File: src/rtl/core/lrast_pkg.sv
package lrast_pkg;

    // Field widths.
    localparam int COORD_BITS = 12;
    localparam int COLOR_BITS = 8;
    localparam int DELTA_BITS = COORD_BITS + 1;
    localparam int ERR_BITS   = COORD_BITS + 3;

    // Operation codes carried in the op field of an input item.
    localparam logic OP_START   = 1'b0;
    localparam logic OP_ADVANCE = 1'b1;

    typedef logic [COORD_BITS-1:0]        coord_t;
    typedef logic [COLOR_BITS-1:0]        color_t;
    typedef logic signed [DELTA_BITS-1:0] delta_t;
    typedef logic signed [ERR_BITS-1:0]   err_t;

    // One input item.
    typedef struct packed {
        logic   op;
        coord_t x_start;
        coord_t y_start;
        coord_t x_end;
        coord_t y_end;
        color_t red;
        color_t green;
        color_t blue;
    } line_in_t;

    // One result item.
    typedef struct packed {
        coord_t pixel_x;
        coord_t pixel_y;
        color_t out_red;
        color_t out_green;
        color_t out_blue;
        logic   last_pixel;
        logic   no_pixel;
    } line_out_t;

    // Item after line setup, as held in the input register.
    typedef struct packed {
        logic   op;
        coord_t first_x;
        coord_t first_y;
        coord_t orig_x;
        coord_t orig_y;
        coord_t end_x;
        coord_t end_y;
        color_t red;
        color_t green;
        color_t blue;
        delta_t delta_x;
        delta_t delta_y;
        logic   x_major;
        coord_t steps;
    } setup_t;

endpackage

File: src/rtl/core/lrast_setup.sv
module lrast_setup (
    input  logic              aclk,
    input  logic              aresetn,
    input  logic              s_valid,
    output logic              s_ready,
    input  lrast_pkg::line_in_t s_data,
    output logic              setup_valid,
    input  logic              setup_ready,
    output lrast_pkg::setup_t setup_data
);
    import lrast_pkg::*;

    delta_t dx;
    delta_t dy;
    delta_t dx_neg;
    delta_t dy_neg;
    coord_t adx;
    coord_t ady;
    coord_t span;
    logic   swap;
    setup_t setup_next;
    logic   valid_reg;
    setup_t data_reg;

    // Deltas, walk direction and pixel count of a new line.
    // The walk is reversed exactly when the line falls in y.
    always_comb begin
        dx     = $signed({1'b0, s_data.x_end}) - $signed({1'b0, s_data.x_start});
        dy     = $signed({1'b0, s_data.y_end}) - $signed({1'b0, s_data.y_start});
        dx_neg = -dx;
        dy_neg = -dy;
        adx    = dx[DELTA_BITS-1] ? dx_neg[COORD_BITS-1:0] : dx[COORD_BITS-1:0];
        ady    = dy[DELTA_BITS-1] ? dy_neg[COORD_BITS-1:0] : dy[COORD_BITS-1:0];
        swap   = dy[DELTA_BITS-1];
        span   = (adx > ady) ? adx : ady;

        setup_next.op      = s_data.op;
        setup_next.first_x = s_data.x_start;
        setup_next.first_y = s_data.y_start;
        setup_next.orig_x  = swap ? s_data.x_end : s_data.x_start;
        setup_next.orig_y  = swap ? s_data.y_end : s_data.y_start;
        setup_next.end_x   = s_data.x_end;
        setup_next.end_y   = s_data.y_end;
        setup_next.red     = s_data.red;
        setup_next.green   = s_data.green;
        setup_next.blue    = s_data.blue;
        setup_next.delta_x = swap ? dx_neg : dx;
        setup_next.delta_y = $signed({1'b0, ady});
        setup_next.x_major = (adx >= ady);
        setup_next.steps   = (span != '0) ? (span - coord_t'(1)) : '0;
    end

    // Input register: takes a new item when it is empty or when the walker drains the current one.
    assign s_ready = !valid_reg || setup_ready;

    always_ff @(posedge aclk) begin
        if (!aresetn) begin
            valid_reg <= 1'b0;
        end else if (s_ready) begin
            valid_reg <= s_valid;
        end
    end

    always_ff @(posedge aclk) begin
        if (s_valid && s_ready) begin
            data_reg <= setup_next;
        end
    end

    assign setup_valid = valid_reg;
    assign setup_data  = data_reg;

endmodule

File: src/rtl/core/lrast_walk.sv
module lrast_walk (
    input  logic                 aclk,
    input  logic                 aresetn,
    input  logic                 setup_valid,
    output logic                 setup_ready,
    input  lrast_pkg::setup_t    setup_data,
    output logic                 m_valid,
    input  logic                 m_ready,
    output lrast_pkg::line_out_t m_data
);
    import lrast_pkg::*;

    logic      take;
    logic      active_reg, active_next;
    coord_t    walk_x_reg, walk_x_next;
    coord_t    walk_y_reg, walk_y_next;
    err_t      err_reg, err_next;
    err_t      inc_neg_reg, inc_neg_next;
    err_t      inc_pos_reg, inc_pos_next;
    logic      x_major_reg, x_major_next;
    logic      x_neg_reg, x_neg_next;
    coord_t    steps_reg, steps_next;
    coord_t    end_x_reg, end_x_next;
    coord_t    end_y_reg, end_y_next;
    color_t    red_reg, red_next;
    color_t    green_reg, green_next;
    color_t    blue_reg, blue_next;
    logic      m_valid_reg;
    line_out_t out_reg, out_next;

    err_t      ex;
    err_t      ey;
    err_t      mixed_inc;
    err_t      cross_inc;
    logic      start_x_neg;
    logic      err_negative;
    logic      move_x;
    logic      move_y;
    coord_t    step_x;
    coord_t    step_y;
    err_t      step_err;

    assign take        = setup_valid && setup_ready;
    assign setup_ready = !m_valid_reg || m_ready;

    // Error increments of a new line, one for each sign of the error term.
    always_comb begin
        ex = {{(ERR_BITS-DELTA_BITS){setup_data.delta_x[DELTA_BITS-1]}}, setup_data.delta_x};
        ey = {{(ERR_BITS-DELTA_BITS){setup_data.delta_y[DELTA_BITS-1]}}, setup_data.delta_y};
        start_x_neg = setup_data.delta_x[DELTA_BITS-1];
        mixed_inc   = start_x_neg ? (ey + ex) : (ey - ex);
        cross_inc   = start_x_neg ? ex : -ex;
    end

    // One step of the walk: the major axis always moves, the minor axis
    // moves when the error term says so.
    always_comb begin
        err_negative = err_reg[ERR_BITS-1];
        move_x   = x_major_reg || err_negative;
        move_y   = !x_major_reg || !err_negative;
        step_x   = move_x ? (x_neg_reg ? (walk_x_reg - coord_t'(1))
                                       : (walk_x_reg + coord_t'(1))) : walk_x_reg;
        step_y   = move_y ? (walk_y_reg + coord_t'(1)) : walk_y_reg;
        step_err = err_reg + (err_negative ? inc_neg_reg : inc_pos_reg);
    end

    // Next line state and result item for the item in the input register.
    always_comb begin
        active_next  = active_reg;
        walk_x_next  = walk_x_reg;
        walk_y_next  = walk_y_reg;
        err_next     = err_reg;
        inc_neg_next = inc_neg_reg;
        inc_pos_next = inc_pos_reg;
        x_major_next = x_major_reg;
        x_neg_next   = x_neg_reg;
        steps_next   = steps_reg;
        end_x_next   = end_x_reg;
        end_y_next   = end_y_reg;
        red_next     = red_reg;
        green_next   = green_reg;
        blue_next    = blue_reg;

        out_next.pixel_x    = '0;
        out_next.pixel_y    = '0;
        out_next.out_red    = red_reg;
        out_next.out_green  = green_reg;
        out_next.out_blue   = blue_reg;
        out_next.last_pixel = 1'b0;
        out_next.no_pixel   = 1'b0;

        if (setup_data.op == OP_START) begin
            active_next  = 1'b1;
            walk_x_next  = setup_data.orig_x;
            walk_y_next  = setup_data.orig_y;
            err_next     = '0;
            inc_neg_next = setup_data.x_major ? ey : mixed_inc;
            inc_pos_next = setup_data.x_major ? mixed_inc : cross_inc;
            x_major_next = setup_data.x_major;
            x_neg_next   = start_x_neg;
            steps_next   = setup_data.steps;
            end_x_next   = setup_data.end_x;
            end_y_next   = setup_data.end_y;
            red_next     = setup_data.red;
            green_next   = setup_data.green;
            blue_next    = setup_data.blue;

            out_next.pixel_x   = setup_data.first_x;
            out_next.pixel_y   = setup_data.first_y;
            out_next.out_red   = setup_data.red;
            out_next.out_green = setup_data.green;
            out_next.out_blue  = setup_data.blue;
        end else if (!active_reg) begin
            // Advance with no line in progress.
            out_next.out_red   = '0;
            out_next.out_green = '0;
            out_next.out_blue  = '0;
            out_next.no_pixel  = 1'b1;
        end else if (steps_reg != '0) begin
            walk_x_next = step_x;
            walk_y_next = step_y;
            err_next    = step_err;
            steps_next  = steps_reg - coord_t'(1);

            out_next.pixel_x = step_x;
            out_next.pixel_y = step_y;
        end else begin
            // Second endpoint closes the line.
            active_next = 1'b0;

            out_next.pixel_x    = end_x_reg;
            out_next.pixel_y    = end_y_reg;
            out_next.last_pixel = 1'b1;
        end
    end

    // Control state.
    always_ff @(posedge aclk) begin
        if (!aresetn) begin
            active_reg  <= 1'b0;
            m_valid_reg <= 1'b0;
        end else begin
            if (take) begin
                active_reg <= active_next;
            end
            if (setup_ready) begin
                m_valid_reg <= setup_valid;
            end
        end
    end

    // Line state and result register.
    always_ff @(posedge aclk) begin
        if (take) begin
            walk_x_reg  <= walk_x_next;
            walk_y_reg  <= walk_y_next;
            err_reg     <= err_next;
            inc_neg_reg <= inc_neg_next;
            inc_pos_reg <= inc_pos_next;
            x_major_reg <= x_major_next;
            x_neg_reg   <= x_neg_next;
            steps_reg   <= steps_next;
            end_x_reg   <= end_x_next;
            end_y_reg   <= end_y_next;
            red_reg     <= red_next;
            green_reg   <= green_next;
            blue_reg    <= blue_next;
            out_reg     <= out_next;
        end
    end

    assign m_valid = m_valid_reg;
    assign m_data  = out_reg;

    // An item taken from the input register always lands in the result register.
    assert property (@(posedge aclk) disable iff (!aresetn)
        take |=> m_valid_reg)
        else $error("taken item did not reach the result register");

    // An interior step counts the remaining pixels down by one.
    assert property (@(posedge aclk) disable iff (!aresetn)
        (take && setup_data.op == OP_ADVANCE && active_reg && steps_reg != '0)
        |=> (steps_reg == $past(steps_reg) - coord_t'(1)) && active_reg)
        else $error("interior step did not count down");

    // The endpoint pixel ends the line and is flagged last.
    assert property (@(posedge aclk) disable iff (!aresetn)
        (take && setup_data.op == OP_ADVANCE && active_reg && steps_reg == '0)
        |=> !active_reg && out_reg.last_pixel && !out_reg.no_pixel)
        else $error("endpoint did not close the line");

    // A no-pixel result carries no coordinates, color or last flag.
    assert property (@(posedge aclk) disable iff (!aresetn)
        (m_valid_reg && out_reg.no_pixel)
        |-> (out_reg.pixel_x == '0) && (out_reg.pixel_y == '0) && !out_reg.last_pixel
            && (out_reg.out_red == '0) && (out_reg.out_green == '0)
            && (out_reg.out_blue == '0))
        else $error("no-pixel result carries data");

endmodule

File: src/rtl/core/line_rasterizer_unit.sv
// Line rasterizer. A start item (op = start) latches two endpoints and a color
// and returns the first endpoint; each advance item returns the next pixel of
// the line, the second endpoint being flagged last_pixel, and advances after
// that return no_pixel. Exactly one result item comes back for every input
// item, in order. The block takes one item per clock cycle when the result
// side is ready; an accepted item passes through the setup register (deltas,
// walk direction, pixel count) and then the walker's result register (one
// error update and one coordinate step). Coordinates wrap at the coordinate
// width.
module line_rasterizer_unit (
    input  logic                 aclk,
    input  logic                 aresetn,
    input  logic                 s_valid,
    output logic                 s_ready,
    input  lrast_pkg::line_in_t  s_data,
    output logic                 m_valid,
    input  logic                 m_ready,
    output lrast_pkg::line_out_t m_data
);
    import lrast_pkg::*;

    logic   setup_valid;
    logic   setup_ready;
    setup_t setup_data;

    // Input register with per-line setup.
    lrast_setup u_setup (
        .aclk        (aclk),
        .aresetn     (aresetn),
        .s_valid     (s_valid),
        .s_ready     (s_ready),
        .s_data      (s_data),
        .setup_valid (setup_valid),
        .setup_ready (setup_ready),
        .setup_data  (setup_data)
    );

    // Line walker and result register.
    lrast_walk u_walk (
        .aclk        (aclk),
        .aresetn     (aresetn),
        .setup_valid (setup_valid),
        .setup_ready (setup_ready),
        .setup_data  (setup_data),
        .m_valid     (m_valid),
        .m_ready     (m_ready),
        .m_data      (m_data)
    );

endmodule
File: config.mk
export PLATFORM = sky130hd
export DESIGN_NAME = line_rasterizer_unit
export DESIGN_NICKNAME = d
export VERILOG_FILES = /design/src/rtl/core/lrast_pkg.sv /design/src/rtl/core/lrast_setup.sv /design/src/rtl/core/lrast_walk.sv /design/src/rtl/core/line_rasterizer_unit.sv
export SDC_FILE = /design/constraint.sdc
export NUM_CORES = 1
export LEC_CHECK = 0
export BUFFER_PORTS_ARGS = -buffer_cell sky130_fd_sc_hd__buf_2
export CAP_MARGIN = 20
export CORE_ASPECT_RATIO = 0.8
export CORE_UTILIZATION = 25
export CTS_CLUSTER_DIAMETER = 50
export DETAILED_ROUTE_END_ITERATION = 12
export PLACE_DENSITY_LB_ADDON = 0.25
export SLEW_MARGIN = 5
export SYNTH_ARGS = -nofsm -noshare
export SYNTH_HDL_FRONTEND = slang
export SYNTH_SLANG_ARGS = --single-unit
File: constraint.sdc
create_clock -name aclk -period 8.9 [get_ports aclk]
set_input_delay 2.225 -clock aclk [delete_from_list [all_inputs] [get_ports aclk]]
set_output_delay 2.225 -clock aclk [all_outputs]
set_load 0.01 [all_outputs]
==> results of run 1 <==
## critical path: cells and delay by family
| kind | cells | cell delay (ns) |
|---|---|---|
| adders and majority gates | 4 | 1.49 |
| buffers and inverters | 3 | 0.26 |
| and+or+nand+nor | 11 | 2.17 |
| xor gates and xnor gates | 4 | 1.03 |
| AOI/OAI and AO/OA | 5 | 1.02 |
## layout make-up
class / instances / area, um^2 / share of cell area, %
Clock buffer: 51 / 1130 / 5.77
Clock inverter: 26 / 231 / 1.19
Inverter: 71 / 267 / 1.36
Multi-Input combinational cell: 961 / 6520 / 33.4
Sequential cell: 318 / 9520 / 48.7
Tap cell: 850 / 1060 / 5.44
Timing Repair Buffer: 149 / 805 / 4.12
## worst paths after layout
path                                    start                                   to  cells past startpoint
max reg2reg  u_walk.err_reg[14]$_SDFFCE_PN0P_     u_walk.err_reg[13]$_SDFFCE_PN0P_                     15
max                                s_data[24]  u_setup.setup_data[6]$_SDFFCE_PN0P_                     27
min reg2reg  u_setup.setup_data[85]$_DFFE_PP_       u_walk.end_x_reg[10]$_DFFE_PP_                      0
min          u_setup.setup_data[85]$_DFFE_PP_       u_walk.end_x_reg[10]$_DFFE_PP_                      0
## metrics by stage
stage	power (W)	setup slack [ns]	instance area (um^2)	utilization (%)
4_1_cts	0.00479	1.06	19500	30.2
5_1_grt	0.00500	0.454	19500	30.2
3_5_place_dp	0.00313	0.458	18200	28.1
3_3_place_gp	0.00311	0.640	18200	28.1
6_report	0.00473	1.02	19500	30.2
2_1_floorplan	0.00281	1.04	16500	-
## cells in the final DEF (no fill, tap or decap), drive strengths merged, types with 4 or more instances in the layout
| cell type | n |
|---|---|
| ha | 78 |
| a211o | 4 |
| a31oi | 6 |
| or3 | 7 |
| a22o | 44 |
| nand3 | 21 |
| nand2 | 109 |
| o31ai | 5 |
| mux2 | 27 |
| o21a | 14 |
| a211oi | 7 |
| clkinv | 13 |
| o21ai | 88 |
| and3 | 4 |
| a21oi | 105 |
| a21o | 19 |
| inv | 78 |
| nand2b | 12 |
| and2 | 9 |
| edfxtp | 315 |
| clkbuf | 52 |
| nor2b | 16 |
| buf | 148 |
| o21bai | 13 |
| xnor2 | 76 |
| o211ai | 4 |
| nor3 | 19 |
| or4 | 6 |
| nand4 | 8 |
| xor2 | 48 |
| mux2i | 13 |
| nor2 | 142 |
| nor3b | 5 |
| nor4 | 8 |
| fa | 5 |
| clkinvlp | 6 |
## logic make-up after synthesis
group | after synthesis
and+or+nand+nor | 377
AOI/OAI and AO/OA | 337
DFF | 318
xor gates and xnor gates | 124
buffers and inverters | 123
adders and majority gates | 83
muxes | 40
## power groups by stage
stage                     Combinational, W  Sequential (W)  Clock [W]
after CTS                          0.00119         0.00192    0.00168
after global placement             0.00116         0.00195          0
after floorplan                   0.000875         0.00194          0
after global routing               0.00133         0.00194    0.00173
after detailed placement           0.00118         0.00195          0
final                              0.00118         0.00192    0.00163
## layer usage
| layer | vias to the layer above | wire length, um |
|---|---|---|
| met5 | - | 0 |
| met4 | 0 | 991 |
| met3 | 61 | 1590 |
| met2 | 150 | 19200 |
| met1 | 5348 | 19000 |
| li1 | 5445 | - |
==> out/metrics.csv, run 1 <==
metric,value,unit
Internal Power,0.00326,W
syn_area_per_cell,11.8,um^2
Compound-Gate Fraction of Synth Area,13.2,%
Psw,0.00147,W
fin. max-slew vios,0,
share of post-route cells with drive strength above 1,16.8,%
Sw Share,31.1,%
Remaining DRCs,0,
die extent in x,289,um
total grt overflow,0,
vias per std cell,4.54,
vias in the first global route,11100,
Port Buffers,128,
Post-synth top flop,edfxtp_1,
Skew-Pair Late Insertion Delay,0.59,ns
final net count,1704,
#FFs+latches synth,318,
post-synthesis mux area share,2.63,%
yosys warns,0,
GRT busiest layer,met2,
fill count,6544,
CTS tree,done,
leak pwr,7.27,nW
Netlist Area Pre-Place,16500,um^2
met3 usage,2.34,%
startpoint types,input port,
Area contributors post-synth,"edfxtp_1 57%, ha_1 5.9%, xnor2_1 4.0%",
peak supply drop,0.123,mV
GRT Resource Usage Total,12.2,%
worst endpoint required time,9.22,ns
DP Cell Count,2348,
Clock Power Share,34.4,%
Core Box Area,64700,um^2
via count,11000,
clk root buf,clkbuf_16,
met2 Use GR,20.0,%
number of synthesized flops with an enable pin,315,
max cap viols,0,
Row Count,83,
top-area cell type share of the netlist area,57.4,%
initial core utilization,25.5,%
worst hold slack,0.407,ns
number of setup buffers added after CTS,0,
Setup crit end kind,flop,
Die Area,67000,um^2
DPL Wire Length,28800,um
main combinational cell family by area after synthesis,compound AO/OA/AOI/OAI gates,
clk sinks,318,
Simple-Gate Fraction of Synth Area,10.4,%
Pre-antenna DRT Iters,5,
PwrDens,242,nW/um^2
routed wire length,40800,um
crit-path max FO,15,
crit-path max cell delay,0.51,ns
Post-Layout Cell Count,2426,
status,finished clean,
Commonest cells post-synth,"315 x edfxtp_1, 142 x nor2_1, 108 x nand2_1",
RSZ-0062 raised after global routing,false,
routability cong.,0.827,
Slew Limit Headroom,34.0,%
DRT antenna net count,0,
combinational share of power,25.0,%
count of final hold-check violations,0,
top-count cell post-synth,edfxtp_1,
Area Growth Syn to Fin,18.5,%
CTS HTree Levels,2,
flop2flop setup slack,4.85,ns
synthesized net count,1562,
register area share after synthesis,57.7,%
post-route clock period utilization,88.5,%
slew at the pin closest to its max-slew limit,0.977,ns
post_cts resized,0,
Die H,232,um
# diodes,0,
Reg power frac,40.6,%
Post-Synth XOR/XNOR Area,6.63,%
Num CTS Buffers,43,
largest net degree at the start of global routing,71,
Tmin final,7.88,ns
area share of fa/ha/maj cells after synthesis,6.53,%
Fmax,127,MHz
top cell type by total area after synthesis,edfxtp_1,
Clock Tree Buf Depth,3,
initial antenna violation count,1,
final setup fails,0,
Crit-path slowest cell,or3_1,
hold buffers post-CTS,0,
max FFs per register,135,
Setup TNS Final,0,ns
met1 usage,16.1,%
CP arrival,8.20,ns
Synth cell types,69,
first-pass GRT wire length,63400,um
CP Class,in2reg,
First DRT Iteration DRCs,635,
I/O Pins,129,
cells after synthesis,1402,
Routed wire per std cell,16.8,um
asr flop ratio synth,0,%
Final Skew,0.0295,ns
worst hold path type,reg2reg,
"Reg clk slew, reported paths",0.06,ns
No activity file was read; power rests on OpenSTA's default activity.
==> run 2, diff against run 1 <==
--- a/config.mk
+++ b/config.mk
@@ -11,7 +11,8 @@
 export CORE_UTILIZATION = 25
 export CTS_CLUSTER_DIAMETER = 50
 export DETAILED_ROUTE_END_ITERATION = 12
-export PLACE_DENSITY_LB_ADDON = 0.25
+export MAX_ROUTING_LAYER = met4
+export PLACE_DENSITY = 0.39
 export SLEW_MARGIN = 5
 export SYNTH_ARGS = -nofsm -noshare
 export SYNTH_HDL_FRONTEND = slang
==> run 2 against run 1 <==
- core utilization is 0.21 points higher
- critical path depth is 2 higher
- die area stayed put
- final cell count is 0.21% higher
- largest power group unchanged
- highest routed layer unchanged
==> out/metrics.csv, run 2 (synthesized netlist as in run 1, its figures left out) <==
metric,value,unit,change
Remaining DRCs,0,,unchanged
"commonest non-fill, non-tap cell in the layout",edfxtp_1,,
slew at the pin closest to its max-slew limit,1.01,ns,+0.0311 ns
fin. max-slew vios,0,,unchanged
Routed wire per std cell,17.8,um,+5.8%
Setup TNS Final,0,ns,unchanged
Reg power frac,39.3,%,-1.3 points
Internal Power,0.00338,W,+3.5%
total grt overflow,0,,unchanged
Clock Power Share,36.1,%,+1.7 points
leak pwr,7.35,nW,+1.1%
Crit-path slowest cell,nor3_1,,
vias per std cell,4.48,,-1.2%
number of setup buffers added after CTS,0,,unchanged
I/O Pins,129,,unchanged
worst hold path type,reg2reg,,
first-pass GRT wire length,65800,um,+3.8%
hold endpoint,u_walk.end_x_reg[2]$_DFFE_PP_,,
Psw,0.00152,W,+3.2%
Final Skew,0.0356,ns,+0.00608 ns
largest net degree at the start of global routing,71,,unchanged
Row Count,83,,unchanged
vias in the first global route,10800,,-2.2%
max cap viols,0,,unchanged
CTS HTree Levels,2,,unchanged
DPL Wire Length,30600,um,+6.5%
Final Cell Area,19700,um^2,+0.69%
initial antenna violation count,1,,unchanged
DRT antenna net count,0,,unchanged
routability cong.,0.777,,-6.0%
R2R depth,17,,+2
max FFs per register,135,,unchanged
Fmax,129,MHz,+1.6%
reg2reg start,u_setup.setup_data[26]$_DFFE_PP_,,
status,finished clean,,
Clock Tree Buf Depth,3,,unchanged
CP Class,in2reg,,
CP Depth,29,,+7.4%
hold buffers post-CTS,0,,unchanged
GRT Resource Usage Total,13.3,%,+1.1 points
min-delay src,u_setup.setup_data[77]$_DFFE_PP_,,
PwrDens,249,nW/um^2,+2.7%
Die Area,67000,um^2,unchanged
worst path bufs/invs,4,,+1
First DRT Iteration DRCs,582,,-8.3%
crit-path max cell delay,0.67,ns,+0.16 ns
Area Growth Syn to Fin,19.3,%,
combinational share of power,24.6,%,-0.4 points
crit-path max FO,10,,-5
Num CTS Buffers,43,,unchanged
share of post-route cells with drive strength above 1,17.2,%,+0.39 points
Setup crit end kind,flop,,
final net count,1708,,+0.23%
Port Buffers,128,,unchanged
CTS tree,done,,
via count,10900,,-1.0%
Top Family by Delay on Critical Path,compound AO/OA/AOI/OAI gates,,
Core Box Area,64700,um^2,unchanged
hold path cells,0,,unchanged
Slew Limit Headroom,31.9,%,-2.1 points
post-route clock period utilization,87.1,%,-1.4 points
final setup fails,0,,unchanged
placed inst area,18200,um^2,+0.17%
"Reg clk slew, reported paths",0.06,ns,about the same
die extent in x,289,um,unchanged
# diodes,0,,unchanged
clk root buf,clkbuf_16,,
routed wire length,43300,um,+6.0%
count of final hold-check violations,0,,unchanged
Skew-Pair Late Insertion Delay,0.59,ns,about the same
worst endpoint required time,9.21,ns,about the same
startpoint types,input port,,
"commonest cells after routing, fill and taps aside","315 x edfxtp_1, 140 x nor2_1, 128 x buf_2",,
CP arrival,8.07,ns,-0.13 ns
RSZ-0062 raised after global routing,false,,
post_cts resized,0,,unchanged
Tmin final,7.75,ns,-0.127 ns
Die H,232,um,unchanged
initial core utilization,25.5,%,unchanged
peak supply drop,0.158,mV,+28%
clk sinks,318,,unchanged
Sw Share,31.1,%,-0.054 points
R2R Path End,u_walk.inc_neg_reg[13]$_SDFFCE_PP0P_,,
flop2flop setup slack,5.08,ns,+0.23 ns
Pre-antenna DRT Iters,5,,unchanged
## run 2: cell count changes in the layout (fill, tap and decap cells not counted), moves of 2 or more
cell,previous run,this run
clkbuf_8,3,0
inv_8,0,3
bufinv_16,0,4
clkinvlp_4,6,4
clkinv_4,4,1
buf_4,20,24
clkbuf_1,6,3
## run 2: power by group through the flow
stage | sequential, W | clock, W | combinational, W
finish | 0.00193 | 0.00177 | 0.00121
CTS | 0.00193 | 0.00183 | 0.00122
global route | 0.00194 | 0.00188 | 0.00136
detailed placement | 0.00196 | 0 | 0.00121
floorplan | 0.00194 | 0 | 0.000875
global placement | 0.00196 | 0 | 0.00121
## run 2: area by class of cell
| class | instances | area, um^2 |
|---|---|---|
| fill | 6529 | 45000 |
| multi-input combinational | 961 | 6520 |
| clock inverter | 32 | 378 |
| inverter | 71 | 267 |
| sequential | 318 | 9520 |
| tap | 850 | 1060 |
| clock buffer | 46 | 1090 |
| timing repair buffer | 153 | 832 |
## run 2: layer usage
| layer | track usage (%) | up-vias | routed length, um |
|---|---|---|---|
| li1 | - | 5457 | - |
| met1 | 18.9 | 5213 | 21900 |
| met2 | 19.3 | 154 | 18900 |
| met3 | 2.11 | 66 | 1400 |
| met4 | 4.13 | 0 | 1040 |
| met5 | - | - | 0 |
## run 2: worst reg2reg max path, delay by kind of cell (launching register included)
family                   cells  cell delay, ns
buffers and inverters        1            0.11
multiplexers                 1            0.30
AND/OR/NAND/NOR              2            0.17
flip-flops                   1            0.45
AO/OA/AOI/OAI               10            1.81
XOR/XNOR                     1            0.21
adder cells (fa/ha/maj)      2            0.51
## run 2: how the worst max path moves through the flow
stage | startpoint | end | slack [ns]
detailed placement | s_data[36] | u_setup.setup_data[10]$_SDFFCE_PN0P_ | 0.58
floorplan | s_data[36] | u_setup.setup_data[6]$_SDFFCE_PN0P_ | 1.04
finish | s_data[36] | u_setup.setup_data[10]$_SDFFCE_PN0P_ | 1.15
global placement | s_data[36] | u_setup.setup_data[6]$_SDFFCE_PN0P_ | 0.67
global route | s_data[36] | u_setup.setup_data[4]$_SDFFCE_PN0P_ | 0.59
CTS | s_data[36] | u_setup.setup_data[10]$_SDFFCE_PN0P_ | 1.19
## run 2: through the flow
stage	setup WS, ns	util (%)	hold slack [ns]	instances	total power, W
floorplan	1.04	-	0.400	1402	0.00281
global placement	0.672	28.1	0.400	2352	0.00316
detailed placement	0.575	28.1	0.405	2352	0.00317
CTS	1.19	30.4	0.407	2430	0.00498
global route	0.591	30.4	0.416	2431	0.00518
finish	1.15	30.4	0.410	2431	0.00490
